==> src/design/writable_step_sequencer_assert.svh <==
// ----------------------------------------------------------------------------
// Step sequencer assertion macros
// Concurrent checks sampled on clk, disabled while rst is high.
// ----------------------------------------------------------------------------
`ifndef WRITABLE_STEP_SEQUENCER_ASSERT_SVH
`define WRITABLE_STEP_SEQUENCER_ASSERT_SVH

// same-cycle implication
`define WSS_CHECK_NOW(label, ante, cons, msg) \
  label: assert property (@(posedge clk) disable iff (rst) (ante) |-> (cons)) \
    else $error(msg);

// next-cycle implication
`define WSS_CHECK_NEXT(label, ante, cons, msg) \
  label: assert property (@(posedge clk) disable iff (rst) (ante) |=> (cons)) \
    else $error(msg);

`endif

==> src/design/wss_pkg.sv <==
// ----------------------------------------------------------------------------
// Step sequencer package
// Shared widths, types, command codes and rounding constants.
// ----------------------------------------------------------------------------
`default_nettype none

package wss_pkg;

  localparam int CV_W   = 15;
  localparam int WORD_W = CV_W + 1;
  localparam int MAG_W  = CV_W - 1;
  localparam int CMD_W  = 4;
  localparam int CH_W   = 2;
  localparam int OP_W   = 3;

  typedef logic signed [CV_W-1:0] cv_t;
  typedef logic [WORD_W-1:0]      word_t;
  typedef logic [CMD_W-1:0]       cmd_t;
  typedef logic [OP_W-1:0]        op_t;

  localparam cmd_t CMD_NONE       = 4'd0;
  localparam cmd_t CMD_CLOCK_RISE = 4'd1;
  localparam cmd_t CMD_CLOCK_FALL = 4'd2;
  localparam cmd_t CMD_RESET      = 4'd3;
  localparam cmd_t CMD_RUN        = 4'd4;
  localparam cmd_t CMD_COPY       = 4'd5;
  localparam cmd_t CMD_PASTE      = 4'd6;
  localparam cmd_t CMD_CHANNEL    = 4'd7;
  localparam cmd_t CMD_GATE       = 4'd8;
  localparam cmd_t CMD_LEFT       = 4'd9;
  localparam cmd_t CMD_RIGHT      = 4'd10;
  localparam cmd_t CMD_WINDOW     = 4'd11;
  localparam cmd_t CMD_WRITE      = 4'd12;

  localparam op_t OP_NONE   = 3'd0;
  localparam op_t OP_WRITE  = 3'd1;
  localparam op_t OP_TOGGLE = 3'd2;
  localparam op_t OP_COPY   = 3'd3;
  localparam op_t OP_PASTE  = 3'd4;

  localparam logic [CH_W-1:0] STAGE_CH = 2'd3;

  localparam logic [1:0] PEND_NONE  = 2'd0;
  localparam logic [1:0] PEND_CLOCK = 2'd1;
  localparam logic [1:0] PEND_WRAP  = 2'd2;

  localparam logic [1:0] PASTE_NOW   = 2'd0;
  localparam logic [1:0] PASTE_CLOCK = 2'd1;

  localparam int CFG_IDX_W  = 3;
  localparam int CFG_DATA_W = 6;
  localparam logic [CFG_IDX_W-1:0] CFG_NUM_STEPS = 3'd0;
  localparam logic [CFG_IDX_W-1:0] CFG_AUTO      = 3'd1;
  localparam logic [CFG_IDX_W-1:0] CFG_QUANTIZE  = 3'd2;
  localparam logic [CFG_IDX_W-1:0] CFG_PASTE     = 3'd3;
  localparam logic [CFG_IDX_W-1:0] CFG_MONITOR   = 3'd4;
  localparam logic [CFG_DATA_W-1:0] NUM_STEPS_RESET = 6'd32;

  localparam word_t CLEAR_WORD = {1'b1, {CV_W{1'b0}}};

  localparam cv_t CV_LIMIT = 15'sd12000;

  // round to nearest 100 cents: q = ((|x| + 50) * 5243) >> 19, exact below 2^14
  localparam int RECIP_W   = 13;
  localparam int PROD_W    = MAG_W + 1 + RECIP_W;
  localparam int RND_SHIFT = 19;
  localparam int Q_W       = 7;
  localparam logic [MAG_W-1:0]   RND_BIAS  = 14'd50;
  localparam logic [RECIP_W-1:0] RND_RECIP = 13'd5243;

endpackage

`default_nettype wire

==> src/design/writable_step_sequencer.sv <==
// ----------------------------------------------------------------------------
// Writable four-channel step sequencer
// Each input request is one panel or clock event with a CV sample; each one
// returns a single result with the three CV outputs, gates and panel state.
// Channels: input and output use valid/ready; config writes use cfg_valid,
// cfg_index and cfg_data and are always taken (cfg_ready is tied high).
// A request runs through a small sequencer that walks one step store with
// one write port and one read port: it rounds the CV, then does a
// read-modify-write for a write or gate toggle, or a pass over all
// MAX_STEPS steps for a copy or paste, then reads the store to gather
// outputs, loads the output register and returns to idle to take the next
// request; in_ready is high only between requests.
// Reset is synchronous. After reset a clearing pass fills all
// 4 * 2^clog2(MAX_STEPS) step store entries (128 by default) and the clip
// store; no request is taken meanwhile, config writes are.
// A stalled receiver holds the result in the output register; the next
// request is taken and worked on, and its result waits until the old one
// is taken.
// ----------------------------------------------------------------------------
`default_nettype none
`include "writable_step_sequencer_assert.svh"

module writable_step_sequencer import wss_pkg::*; #(
  parameter int MAX_STEPS = 32,
  localparam int IDX_W = $clog2(MAX_STEPS)
) (
  input  logic                  clk,
  input  logic                  rst,
  input  logic                  in_valid,
  output logic                  in_ready,
  input  cmd_t                  command,
  input  logic [2:0]            button_index,
  input  cv_t                   cv_in,
  input  logic                  gate_in_present,
  input  logic                  gate_in_high,
  output logic                  out_valid,
  input  logic                  out_ready,
  output cv_t                   cv_out_a,
  output cv_t                   cv_out_b,
  output cv_t                   cv_out_c,
  output logic [2:0]            gate_outs,
  output logic [IDX_W-1:0]      shown_step,
  output logic [CH_W-1:0]       current_channel,
  output logic                  is_running,
  output logic                  edit_allowed,
  output logic [1:0]            paste_pending,
  output logic [CH_W-1:0]       paste_target,
  output logic [7:0]            page_gates,
  input  logic                  cfg_valid,
  output logic                  cfg_ready,
  input  logic [CFG_IDX_W-1:0]  cfg_index,
  input  logic [CFG_DATA_W-1:0] cfg_data
);

  localparam int CNT_W       = IDX_W + 1;
  localparam int SA_W        = IDX_W + 2;
  localparam int CMPW        = (CNT_W > 6) ? CNT_W : 6;
  localparam int STORE_DEPTH = 4 << IDX_W;
  localparam int CLIP_DEPTH  = 1 << IDX_W;

  localparam logic [2:0] S_CLEAR  = 3'd0;
  localparam logic [2:0] S_IDLE   = 3'd1;
  localparam logic [2:0] S_ROUND  = 3'd2;
  localparam logic [2:0] S_MEM    = 3'd3;
  localparam logic [2:0] S_GATHER = 3'd4;
  localparam logic [2:0] S_DONE   = 3'd5;

  localparam logic [SA_W-1:0] CLEAR_LAST  = '1;
  localparam logic [SA_W-1:0] COPY_LAST   = SA_W'(MAX_STEPS);
  localparam logic [SA_W-1:0] RMW_LAST    = SA_W'(1);
  localparam logic [SA_W-1:0] GATHER_LAST = SA_W'(11);
  localparam logic [3:0]      GATHER_CV   = 4'd3;

  // configuration
  logic [CFG_DATA_W-1:0] num_steps;
  logic                  auto_advance;
  logic                  quantize_on;
  logic [1:0]            paste_mode;
  logic                  monitor_steps;

  // sequencer state
  logic [2:0]      state;
  logic [SA_W-1:0] cnt;
  logic [IDX_W-1:0] play_index, play_index_next;
  logic [IDX_W-1:0] stage_index, stage_index_next;
  logic [CH_W-1:0]  channel_sel, channel_sel_next;
  logic             run_flag, run_flag_next;
  logic [1:0]       pending_kind, pending_kind_next;
  logic [CH_W-1:0]  pending_channel, pending_channel_next;
  logic             clock_level, clock_level_next;
  op_t              mem_op, mem_op_next;
  logic [SA_W-1:0]  mem_addr, mem_addr_next;
  logic             wr_gate_present, wr_gate_high;

  // request decode
  logic [CMPW-1:0]  ns_wide, len_wide, win, win_idx;
  logic [CNT_W-1:0] len;
  logic [IDX_W-1:0] last_idx, pi, si, ep, ep_new, tog, pn;
  logic             ep_set, stage_sel, can_edit, accept;

  // gather
  cv_t              stored_cv [3];
  logic [2:0]       stored_gate;
  logic [7:0]       page_bits;
  logic [7:0]       page_ok;
  logic [IDX_W-1:0] edit_index, page_base, mem_prev;
  logic [3:0]       rd_slot, cap_slot;
  logic [2:0]       page_slot;
  logic             mem_last, out_load;
  cv_t              cv_pick [3];
  logic [2:0]       gate_pick;

  // memories
  logic             store_we, clip_we;
  logic [SA_W-1:0]  store_waddr, store_raddr;
  logic [IDX_W-1:0] clip_waddr, clip_raddr;
  word_t            store_wdata, store_rdata, clip_wdata, clip_rdata;

  // rounding unit
  logic rnd_done;
  cv_t  rnd_cv;

  function automatic logic [IDX_W-1:0] step_right(input logic [IDX_W-1:0] idx,
                                                  input logic [CNT_W-1:0] n);
    logic [CNT_W-1:0] inc;
    inc = CNT_W'(idx) + CNT_W'(1);
    return (inc >= n) ? '0 : IDX_W'(inc);
  endfunction

  function automatic logic [IDX_W-1:0] step_left(input logic [IDX_W-1:0] idx,
                                                 input logic [IDX_W-1:0] lastv);
    return (idx == '0) ? lastv : IDX_W'(idx - IDX_W'(1));
  endfunction

  assign in_ready  = (state == S_IDLE);
  assign cfg_ready = 1'b1;
  assign accept    = in_valid && in_ready;

  always_ff @(posedge clk) begin
    if (rst) begin
      num_steps     <= NUM_STEPS_RESET;
      auto_advance  <= 1'b1;
      quantize_on   <= 1'b1;
      paste_mode    <= PASTE_NOW;
      monitor_steps <= 1'b0;
    end else if (cfg_valid) begin
      unique case (cfg_index)
        CFG_NUM_STEPS: num_steps     <= cfg_data;
        CFG_AUTO:      auto_advance  <= cfg_data[0];
        CFG_QUANTIZE:  quantize_on   <= cfg_data[0];
        CFG_PASTE:     paste_mode    <= cfg_data[1:0];
        CFG_MONITOR:   monitor_steps <= cfg_data[0];
        default: ;
      endcase
    end
  end

  always_comb begin
    ns_wide = CMPW'(num_steps);
    if (ns_wide == '0) begin
      len_wide = CMPW'(1);
    end else if (ns_wide > CMPW'(MAX_STEPS)) begin
      len_wide = CMPW'(MAX_STEPS);
    end else begin
      len_wide = ns_wide;
    end
    len      = CNT_W'(len_wide);
    last_idx = IDX_W'(len - CNT_W'(1));
  end

  always_comb begin
    pi        = (CNT_W'(play_index) >= len) ? last_idx : play_index;
    si        = (CNT_W'(stage_index) >= len) ? last_idx : stage_index;
    stage_sel = (channel_sel == STAGE_CH);
    can_edit  = !run_flag || stage_sel;
    ep        = stage_sel ? si : pi;
    ep_new    = ep;
    ep_set    = 1'b0;
    tog       = (ep & ~IDX_W'(7)) | IDX_W'(button_index);
    win       = CMPW'({button_index, 3'b000});
    win_idx   = win | CMPW'(ep[2:0]);
    pn        = step_right(pi, len);

    play_index_next      = pi;
    stage_index_next     = si;
    channel_sel_next     = channel_sel;
    run_flag_next        = run_flag;
    pending_kind_next    = pending_kind;
    pending_channel_next = pending_channel;
    clock_level_next     = clock_level;
    mem_op_next          = OP_NONE;
    mem_addr_next        = {channel_sel, ep};

    unique case (command)
      CMD_CLOCK_RISE: begin
        if (!clock_level && run_flag) begin
          play_index_next = pn;
          if (pending_kind == PEND_CLOCK || (pending_kind == PEND_WRAP && pn == '0)) begin
            mem_op_next       = OP_PASTE;
            mem_addr_next     = {pending_channel, {IDX_W{1'b0}}};
            pending_kind_next = PEND_NONE;
          end
        end
        clock_level_next = 1'b1;
      end
      CMD_CLOCK_FALL: clock_level_next = 1'b0;
      CMD_RESET: begin
        play_index_next  = '0;
        stage_index_next = '0;
      end
      CMD_RUN: begin
        run_flag_next     = !run_flag;
        pending_kind_next = PEND_NONE;
      end
      CMD_COPY: begin
        mem_op_next   = OP_COPY;
        mem_addr_next = {channel_sel, {IDX_W{1'b0}}};
      end
      CMD_PASTE: begin
        if (paste_mode == PASTE_NOW || stage_sel) begin
          mem_op_next       = OP_PASTE;
          mem_addr_next     = {channel_sel, {IDX_W{1'b0}}};
          pending_kind_next = PEND_NONE;
        end else begin
          pending_kind_next    = (paste_mode == PASTE_CLOCK) ? PEND_CLOCK : PEND_WRAP;
          pending_channel_next = channel_sel;
        end
      end
      CMD_CHANNEL: channel_sel_next = channel_sel + CH_W'(1);
      CMD_GATE: begin
        if (CNT_W'(tog) < CNT_W'(MAX_STEPS)) begin
          mem_op_next   = OP_TOGGLE;
          mem_addr_next = {channel_sel, tog};
        end
      end
      CMD_LEFT: begin
        if (can_edit) begin
          ep_new = step_left(ep, last_idx);
          ep_set = 1'b1;
        end
      end
      CMD_RIGHT: begin
        if (can_edit) begin
          ep_new = step_right(ep, len);
          ep_set = 1'b1;
        end
      end
      CMD_WINDOW: begin
        if (can_edit && win < CMPW'(MAX_STEPS)) begin
          ep_new = (win_idx >= CMPW'(len)) ? last_idx : IDX_W'(win_idx);
          ep_set = 1'b1;
        end
      end
      CMD_WRITE: begin
        if (can_edit) begin
          mem_op_next = OP_WRITE;
          if (auto_advance) begin
            ep_new = step_right(ep, len);
            ep_set = 1'b1;
          end
        end
      end
      default: ;
    endcase

    if (ep_set) begin
      if (stage_sel) begin
        stage_index_next = ep_new;
      end else begin
        play_index_next = ep_new;
      end
    end
  end

  wss_round u_round (
    .clk      (clk),
    .rst      (rst),
    .start    (accept),
    .cv_in    (cv_in),
    .quantize (quantize_on),
    .done     (rnd_done),
    .cv_out   (rnd_cv)
  );

  assign edit_index = (channel_sel == STAGE_CH) ? stage_index : play_index;
  assign page_base  = edit_index & ~IDX_W'(7);
  assign mem_prev   = IDX_W'(cnt - SA_W'(1));
  assign rd_slot    = cnt[3:0];
  assign cap_slot   = rd_slot - 4'd1;
  assign page_slot  = 3'(cap_slot - GATHER_CV);

  always_comb begin
    for (int i = 0; i < 8; i++) begin
      page_ok[i] = CNT_W'(page_base | IDX_W'(i)) < CNT_W'(MAX_STEPS);
    end
  end

  always_comb begin
    if (mem_op == OP_COPY || mem_op == OP_PASTE) begin
      mem_last = (cnt == COPY_LAST);
    end else begin
      mem_last = (cnt == RMW_LAST);
    end
  end

  always_comb begin
    store_we    = 1'b0;
    store_waddr = mem_addr;
    store_wdata = CLEAR_WORD;
    clip_we     = 1'b0;
    clip_waddr  = cnt[IDX_W-1:0];
    clip_wdata  = store_rdata;
    clip_raddr  = cnt[IDX_W-1:0];
    if (rd_slot < GATHER_CV) begin
      store_raddr = {rd_slot[CH_W-1:0], play_index};
    end else begin
      store_raddr = {channel_sel, page_base | IDX_W'(3'(rd_slot - GATHER_CV))};
    end

    unique case (state)
      S_CLEAR: begin
        store_we    = 1'b1;
        store_waddr = cnt;
        clip_we     = 1'b1;
        clip_wdata  = CLEAR_WORD;
      end
      S_MEM: begin
        unique case (mem_op)
          OP_WRITE: begin
            store_raddr = mem_addr;
            store_we    = (cnt == RMW_LAST);
            store_wdata = {wr_gate_present ? wr_gate_high : store_rdata[CV_W], rnd_cv};
          end
          OP_TOGGLE: begin
            store_raddr = mem_addr;
            store_we    = (cnt == RMW_LAST);
            store_wdata = {~store_rdata[CV_W], store_rdata[CV_W-1:0]};
          end
          OP_COPY: begin
            store_raddr = {mem_addr[SA_W-1 -: CH_W], cnt[IDX_W-1:0]};
            clip_we     = (cnt != '0);
            clip_waddr  = mem_prev;
          end
          OP_PASTE: begin
            store_we    = (cnt != '0);
            store_waddr = {mem_addr[SA_W-1 -: CH_W], mem_prev};
            store_wdata = clip_rdata;
          end
          default: ;
        endcase
      end
      default: ;
    endcase
  end

  wss_ram #(
    .WIDTH (WORD_W),
    .DEPTH (STORE_DEPTH)
  ) u_store (
    .clk   (clk),
    .we    (store_we),
    .waddr (store_waddr),
    .wdata (store_wdata),
    .raddr (store_raddr),
    .rdata (store_rdata)
  );

  wss_ram #(
    .WIDTH (WORD_W),
    .DEPTH (CLIP_DEPTH)
  ) u_clip (
    .clk   (clk),
    .we    (clip_we),
    .waddr (clip_waddr),
    .wdata (clip_wdata),
    .raddr (clip_raddr),
    .rdata (clip_rdata)
  );

  assign out_load = (state == S_DONE) && (!out_valid || out_ready);

  always_ff @(posedge clk) begin
    if (rst) begin
      state           <= S_CLEAR;
      cnt             <= '0;
      play_index      <= '0;
      stage_index     <= '0;
      channel_sel     <= '0;
      run_flag        <= 1'b1;
      pending_kind    <= PEND_NONE;
      pending_channel <= '0;
      clock_level     <= 1'b0;
      mem_op          <= OP_NONE;
      out_valid       <= 1'b0;
    end else begin
      if (out_load) begin
        out_valid <= 1'b1;
      end else if (out_ready) begin
        out_valid <= 1'b0;
      end
      unique case (state)
        S_CLEAR: begin
          cnt <= cnt + SA_W'(1);
          if (cnt == CLEAR_LAST) begin
            state <= S_IDLE;
          end
        end
        S_IDLE: begin
          if (in_valid) begin
            state           <= S_ROUND;
            play_index      <= play_index_next;
            stage_index     <= stage_index_next;
            channel_sel     <= channel_sel_next;
            run_flag        <= run_flag_next;
            pending_kind    <= pending_kind_next;
            pending_channel <= pending_channel_next;
            clock_level     <= clock_level_next;
            mem_op          <= mem_op_next;
          end
        end
        S_ROUND: begin
          if (rnd_done) begin
            cnt   <= '0;
            state <= (mem_op == OP_NONE) ? S_GATHER : S_MEM;
          end
        end
        S_MEM: begin
          if (mem_last) begin
            cnt   <= '0;
            state <= S_GATHER;
          end else begin
            cnt <= cnt + SA_W'(1);
          end
        end
        S_GATHER: begin
          cnt <= cnt + SA_W'(1);
          if (cnt == GATHER_LAST) begin
            state <= S_DONE;
          end
        end
        S_DONE: begin
          if (out_load) begin
            state <= S_IDLE;
          end
        end
        default: state <= S_IDLE;
      endcase
    end
  end

  always_ff @(posedge clk) begin
    if (accept) begin
      mem_addr        <= mem_addr_next;
      wr_gate_present <= gate_in_present;
      wr_gate_high    <= gate_in_high;
    end
    if (state == S_GATHER && cnt != '0) begin
      if (cap_slot < GATHER_CV) begin
        stored_cv[cap_slot[1:0]]   <= store_rdata[CV_W-1:0];
        stored_gate[cap_slot[1:0]] <= store_rdata[CV_W];
      end else begin
        page_bits[page_slot] <= store_rdata[CV_W] & page_ok[page_slot];
      end
    end
  end

  always_comb begin
    for (int i = 0; i < 3; i++) begin
      cv_pick[i]   = (run_flag || monitor_steps) ? stored_cv[i] : rnd_cv;
      gate_pick[i] = run_flag ? (clock_level && stored_gate[i])
                              : (channel_sel == CH_W'(i));
    end
  end

  always_ff @(posedge clk) begin
    if (out_load) begin
      cv_out_a        <= cv_pick[0];
      cv_out_b        <= cv_pick[1];
      cv_out_c        <= cv_pick[2];
      gate_outs       <= gate_pick;
      shown_step      <= edit_index;
      current_channel <= channel_sel;
      is_running      <= run_flag;
      edit_allowed    <= !run_flag || (channel_sel == STAGE_CH);
      paste_pending   <= pending_kind;
      paste_target    <= pending_channel;
      page_gates      <= page_bits;
    end
  end

  `WSS_CHECK_NEXT(a_busy_after_accept, accept, !in_ready, "request taken while busy")
  `WSS_CHECK_NOW(a_no_write_idle, state == S_IDLE, !store_we && !clip_we, "store write while idle")
  `WSS_CHECK_NOW(a_result_from_done, $rose(out_valid), $past(state) == S_DONE, "result without gather")

endmodule

`default_nettype wire

==> src/design/wss_ram.sv <==
// ----------------------------------------------------------------------------
// Generic RAM
// One write port and one read port, registered read data.
// ----------------------------------------------------------------------------
`default_nettype none

module wss_ram #(
  parameter int WIDTH = 16,
  parameter int DEPTH = 128,
  localparam int ADDR_W = $clog2(DEPTH)
) (
  input  logic              clk,
  input  logic              we,
  input  logic [ADDR_W-1:0] waddr,
  input  logic [WIDTH-1:0]  wdata,
  input  logic [ADDR_W-1:0] raddr,
  output logic [WIDTH-1:0]  rdata
);

  logic [WIDTH-1:0] mem [DEPTH];

  always_ff @(posedge clk) begin
    if (we) begin
      mem[waddr] <= wdata;
    end
    rdata <= mem[raddr];
  end

endmodule

`default_nettype wire

==> src/design/wss_round.sv <==
// ----------------------------------------------------------------------------
// CV saturate and semitone round
// Three-stage unit: saturate, reciprocal multiply, rebuild and sign.
// ----------------------------------------------------------------------------
`default_nettype none

module wss_round import wss_pkg::*; (
  input  logic clk,
  input  logic rst,
  input  logic start,
  input  cv_t  cv_in,
  input  logic quantize,
  output logic done,
  output cv_t  cv_out
);

  logic             sat_neg;
  logic [MAG_W-1:0] sat_mag;
  logic             v0, v1, v2;
  logic             neg0, neg1;
  logic             quant0, quant1;
  logic [MAG_W-1:0] mag0, mag1;
  logic [MAG_W:0]   biased;
  logic [PROD_W-1:0] prod;
  logic [Q_W-1:0]   q1;
  logic [MAG_W-1:0] semis;
  logic [MAG_W-1:0] mag_out;

  always_comb begin
    if (cv_in > CV_LIMIT) begin
      sat_neg = 1'b0;
      sat_mag = MAG_W'(CV_LIMIT);
    end else if (cv_in < -CV_LIMIT) begin
      sat_neg = 1'b1;
      sat_mag = MAG_W'(CV_LIMIT);
    end else begin
      sat_neg = cv_in[CV_W-1];
      sat_mag = sat_neg ? MAG_W'(-cv_in) : MAG_W'(cv_in);
    end
  end

  assign biased  = (MAG_W + 1)'(mag0) + (MAG_W + 1)'(RND_BIAS);
  assign prod    = PROD_W'(biased) * PROD_W'(RND_RECIP);
  assign semis   = MAG_W'({q1, 6'b0}) + MAG_W'({q1, 5'b0}) + MAG_W'({q1, 2'b0});
  assign mag_out = quant1 ? semis : mag1;

  always_ff @(posedge clk) begin
    if (rst) begin
      v0 <= 1'b0;
      v1 <= 1'b0;
      v2 <= 1'b0;
    end else begin
      v0 <= start;
      v1 <= v0;
      v2 <= v1;
    end
  end

  always_ff @(posedge clk) begin
    if (start) begin
      neg0   <= sat_neg;
      mag0   <= sat_mag;
      quant0 <= quantize;
    end
    if (v0) begin
      neg1   <= neg0;
      mag1   <= mag0;
      quant1 <= quant0;
      q1     <= prod[RND_SHIFT +: Q_W];
    end
    if (v1) begin
      cv_out <= neg1 ? -$signed({1'b0, mag_out}) : $signed({1'b0, mag_out});
    end
  end

  assign done = v2;

endmodule

`default_nettype wire

==> config.mk <==
export PLATFORM = sky130hd
export DESIGN_NAME = writable_step_sequencer
export DESIGN_NICKNAME = d
export VERILOG_FILES = /design/src/design/wss_pkg.sv /design/src/design/writable_step_sequencer.sv /design/src/design/wss_ram.sv /design/src/design/wss_round.sv
export VERILOG_INCLUDE_DIRS = /design/src /design/src/design
export SDC_FILE = /design/constraint.sdc
export NUM_CORES = 2
export LEC_CHECK = 0
export BUFFER_PORTS_ARGS = -buffer_cell sky130_fd_sc_hd__buf_2
export CORE_MARGIN = 5
export CORE_UTILIZATION = 37
export CTS_BUF_LIST = sky130_fd_sc_hd__clkbuf_4
export DETAILED_ROUTE_END_ITERATION = 6
export MAX_ROUTING_LAYER = met4
export PLACE_DENSITY_LB_ADDON = 0.08
export SLEW_MARGIN = 20
export SYNTH_ARGS = -nofsm -noshare
export SYNTH_HDL_FRONTEND = slang
export SYNTH_SLANG_ARGS = --single-unit
==> constraint.sdc <==
create_clock -name clk -period 14.2 [get_ports clk]
set_clock_uncertainty 0.15 [all_clocks]
set_input_delay 1.42 -clock clk [delete_from_list [all_inputs] [get_ports clk]]
set_output_delay 1.42 -clock clk [all_outputs]
set_load 0.005 [all_outputs]
==> qor.yml <==
setup_path:
  required_ns: 15.32
  r2r-start: "u_round.mag0[2]"
  critical-path-max-stage-delay_ns: 0.56
  end_kind: "flip-flop"
  worstSetupStartpointType: "flip-flop"
  path_cells: "ha_1, a21oi_1, a21boi_0, and2_1, xor2_1, inv_1, fa_1, inv_1, ha_1, fa_1, inv_1, fa_1, fa_1, inv_1, ha_1, nand4_1, nor2_1, nand3_1, a2bb2oi_1, a311oi_1, o31a_1, o41ai_1, xnor2_1"
  crit_path_top_delay_cell: "xor2_1"
  ff2ff_path_depth: 23
  cp.arrival_ns: 8.27
  r2r-end: "u_round.q1[6]"
  rrSetupSlack_ns: 7.05
  criticalPathCategory: "reg -> reg"
  crit_fanout: 8
sta:
  setup_viol: 0
  slew_headroom_pct: 15.3
  period_share_pct: 50.4
  finalHoldViolCount: 0
  slew_viol_final: 0
  finalWorstSetupSlack_ns: 7.05
  timing.fmax_mhz: 140
  setup_tns_ns: 0
  period_minus_slack_ns: 7.15
  worstMarginPinSlew_ns: 1.26
  grt_setup_unrepaired: "no"
final_layout:
  drive_gt1_share_pct: 22.8
  layout.nets: 9033
  final_cell_mix: "edfxtp_1 (2748), nand2_1 (1452), clkbuf_4 (1163)"
  fin_area_um2: 135000
  syn2layout_area_growth_pct: 14.2
  instances_no_fill: 13500
  layout_commonest_cell: "edfxtp_1"
  fillers: 29300
clocking:
  clockBufferDepth: 4
  htree_levels: 6
  clk_latency_ns: 1.61
  cts_tree: "done"
  cts_root_buffer: "clkbuf_4"
  cts_sinks: 2826
  cts_buffers: 756
  clk_pin_slew_ns: 0.07
  post_cts_buffers: 0
grt:
  overflow: 0
  grt_max_degree: 111
  grt_pass1_wl_um: 564000
  antenna_found_initial: 34
  track_usage_pct: 24.4
  first_global_vias: 73300
floorplan:
  initial_core_util_pct: 37.1
  fp-row-count: 207
  design.core.area_um2: 318000
  fp.dieH_um: 575
  die_area_um2: 330000
  die_x_um: 575
  ios: 110
route:
  dr.first_iter.drc_count: 6972
  route.vias.total: 74400
  wl_per_cell_um: 29.6
  dr.pass1.iters: 6
  drc: 0
  ant_nets: 0
  wl_um: 401000
  viasPerCell: 5.49
synth:
  synth_fp_nets: 8282
  seq_area_frac_synth_pct: 71.3
  syn_area_um2: 118000
  synth_edf_count: 2748
  ys_ff_latch: 2826
  async_flop_share_pct: 0
  synth_cell_types: 103
  ys.flop_type: "edfxtp_1"
  synth_cells: 8024
  yosys_warnings: 0
  synth_area_per_cell_um2: 14.7
power:
  leakage_nw: 44.8
  max-vdd-ir-drop_v: 0.0000839
  power_density_nw_per_um2: 131
place:
  gp_congestion: 0.846
  place_inst: 12200
  hpwl_um: 244000
  dpl_cell_area_um2: 125000
  io_buffer_count: 108
  pre_cts_ws_ns: 7.02
min_path:
  hp-start: "button_index[2]"
  min_path_cells: 3
  hold_path_end: "mem_addr[2]"
  hold_class: "in -> reg"
run_status:
  status: "completed"
flow_run:
  cap_violations: 0
[worst max-delay path: cells and delay by family, from the launching register on]
kind,cells,cell delay (ns)
buf+inv,4,0.30
simple gates,4,0.52
xor+xnor,2,0.67
flops,1,0.50
compound gates,6,1.94
fa+ha+maj,7,2.83
[metrics by stage]
step	hold WS, ns	utilization (%)	power [W]
global route	0.0969	42.4	0.0185
global placement	0.266	39.2	0.0105
detailed placement	0.256	39.3	0.0106
CTS	0.0380	42.4	0.0179
floorplan	0.250	-	0.0100
finish	0.239	42.4	0.0177
[metal layers]
metal | vias to the layer above | GRT usage [%] | routed length (um)
met2 | 2790 | 37.1 | 184000
met3 | 607 | 3.64 | 24700
met5 | - | - | 0
met1 | 38500 | 34.1 | 180000
met4 | 0 | 7.31 | 12600
li1 | 32500 | - | -
[Yosys cell counts (78+ instances only)]
master,number,share of area [%]
a21oi_1,361,1.5
a31oi_1,89,0.47
buf_2,135,0.57
clkbuf_1,174,0.55
dfxtp_1,78,1.3
edfxtp_1,2748,70
ha_1,150,1.6
inv_1,173,0.55
mux2i_1,340,2.9
mux4_2,224,4.3
nand2_1,1453,4.6
nand3_1,438,1.9
nor2_1,338,1.1
nor3_1,157,0.67
o21ai_0,160,0.68
o221ai_1,115,0.85
[state kept, by name, indices dropped and copies added (netlist names), 5 cells and up]
register / flops
u_round.mag1: 14
cnt: 7
u_round.cv_out: 15
page_gates: 8
shown_step: 5
cv_out_a: 15
mem_addr: 7
stored_cv: 45
play_index: 5
ns_wide: 6
u_store.mem: 2048
u_store.rdata: 16
cv_out_b: 15
cv_out_c: 15
u_clip.rdata: 16
u_clip.mem: 512
stage_index: 5
u_round.q1: 7
page_bits: 8
u_round.mag0: 14
[area by class of cell]
| cell class | count | area [um2] | area share (%) |
|---|---|---|---|
| diodes | 22 | 55.1 | 0.0408 |
| flip-flops and latches | 2826 | 84100 | 62.4 |
| inverters | 176 | 661 | 0.490 |
| multi-input cells | 4573 | 31700 | 23.5 |
| repair buffers | 442 | 3300 | 2.45 |
| clock inverters | 162 | 1040 | 0.773 |
| clock buffers | 1163 | 8730 | 6.48 |
| well taps | 4180 | 5230 | 3.88 |
[cells by family after synthesis]
| family | after synthesis | share of synthesized area [%] |
|---|---|---|
| DFF | 2826 | 71.3 |
| and+or+nand+nor | 2599 | 9.42 |
| AOI/OAI and AO/OA | 1088 | 6.09 |
| buffers and inverters | 625 | 2.48 |
| muxes | 593 | 7.44 |
| adders and majority gates | 220 | 2.78 |
| xor gates and xnor gates | 72 | 0.541 |
| other | 1 | 0.00318 |
[power breakdown]
part,internal [W],switching (W)
Combinational,0.000374,0.000797
Clock,0.00389,0.00344
Sequential,0.00910,0.0000999
Total,0.0134,0.00433
[what timing repair did]
action                                 CTS  global route
hold buffers                            17             0
resized for setup                        0             0
endpoints found under the hold margin   15             0
[how the worst max path moves through the flow]
stage / cells past startpoint / start / to
after floorplan: 6 / mem_op[1] / u_store.mem[0][15]
after global placement: 24 / u_round.mag0[2] / u_round.q1[5]
after detailed placement: 23 / u_round.mag0[2] / u_round.q1[6]
after CTS: 23 / u_round.mag0[2] / u_round.q1[6]
after global routing: 24 / u_round.mag0[2] / u_round.q1[5]
final: 23 / u_round.mag0[2] / u_round.q1[6]
(Power assumes the default switching activity.)
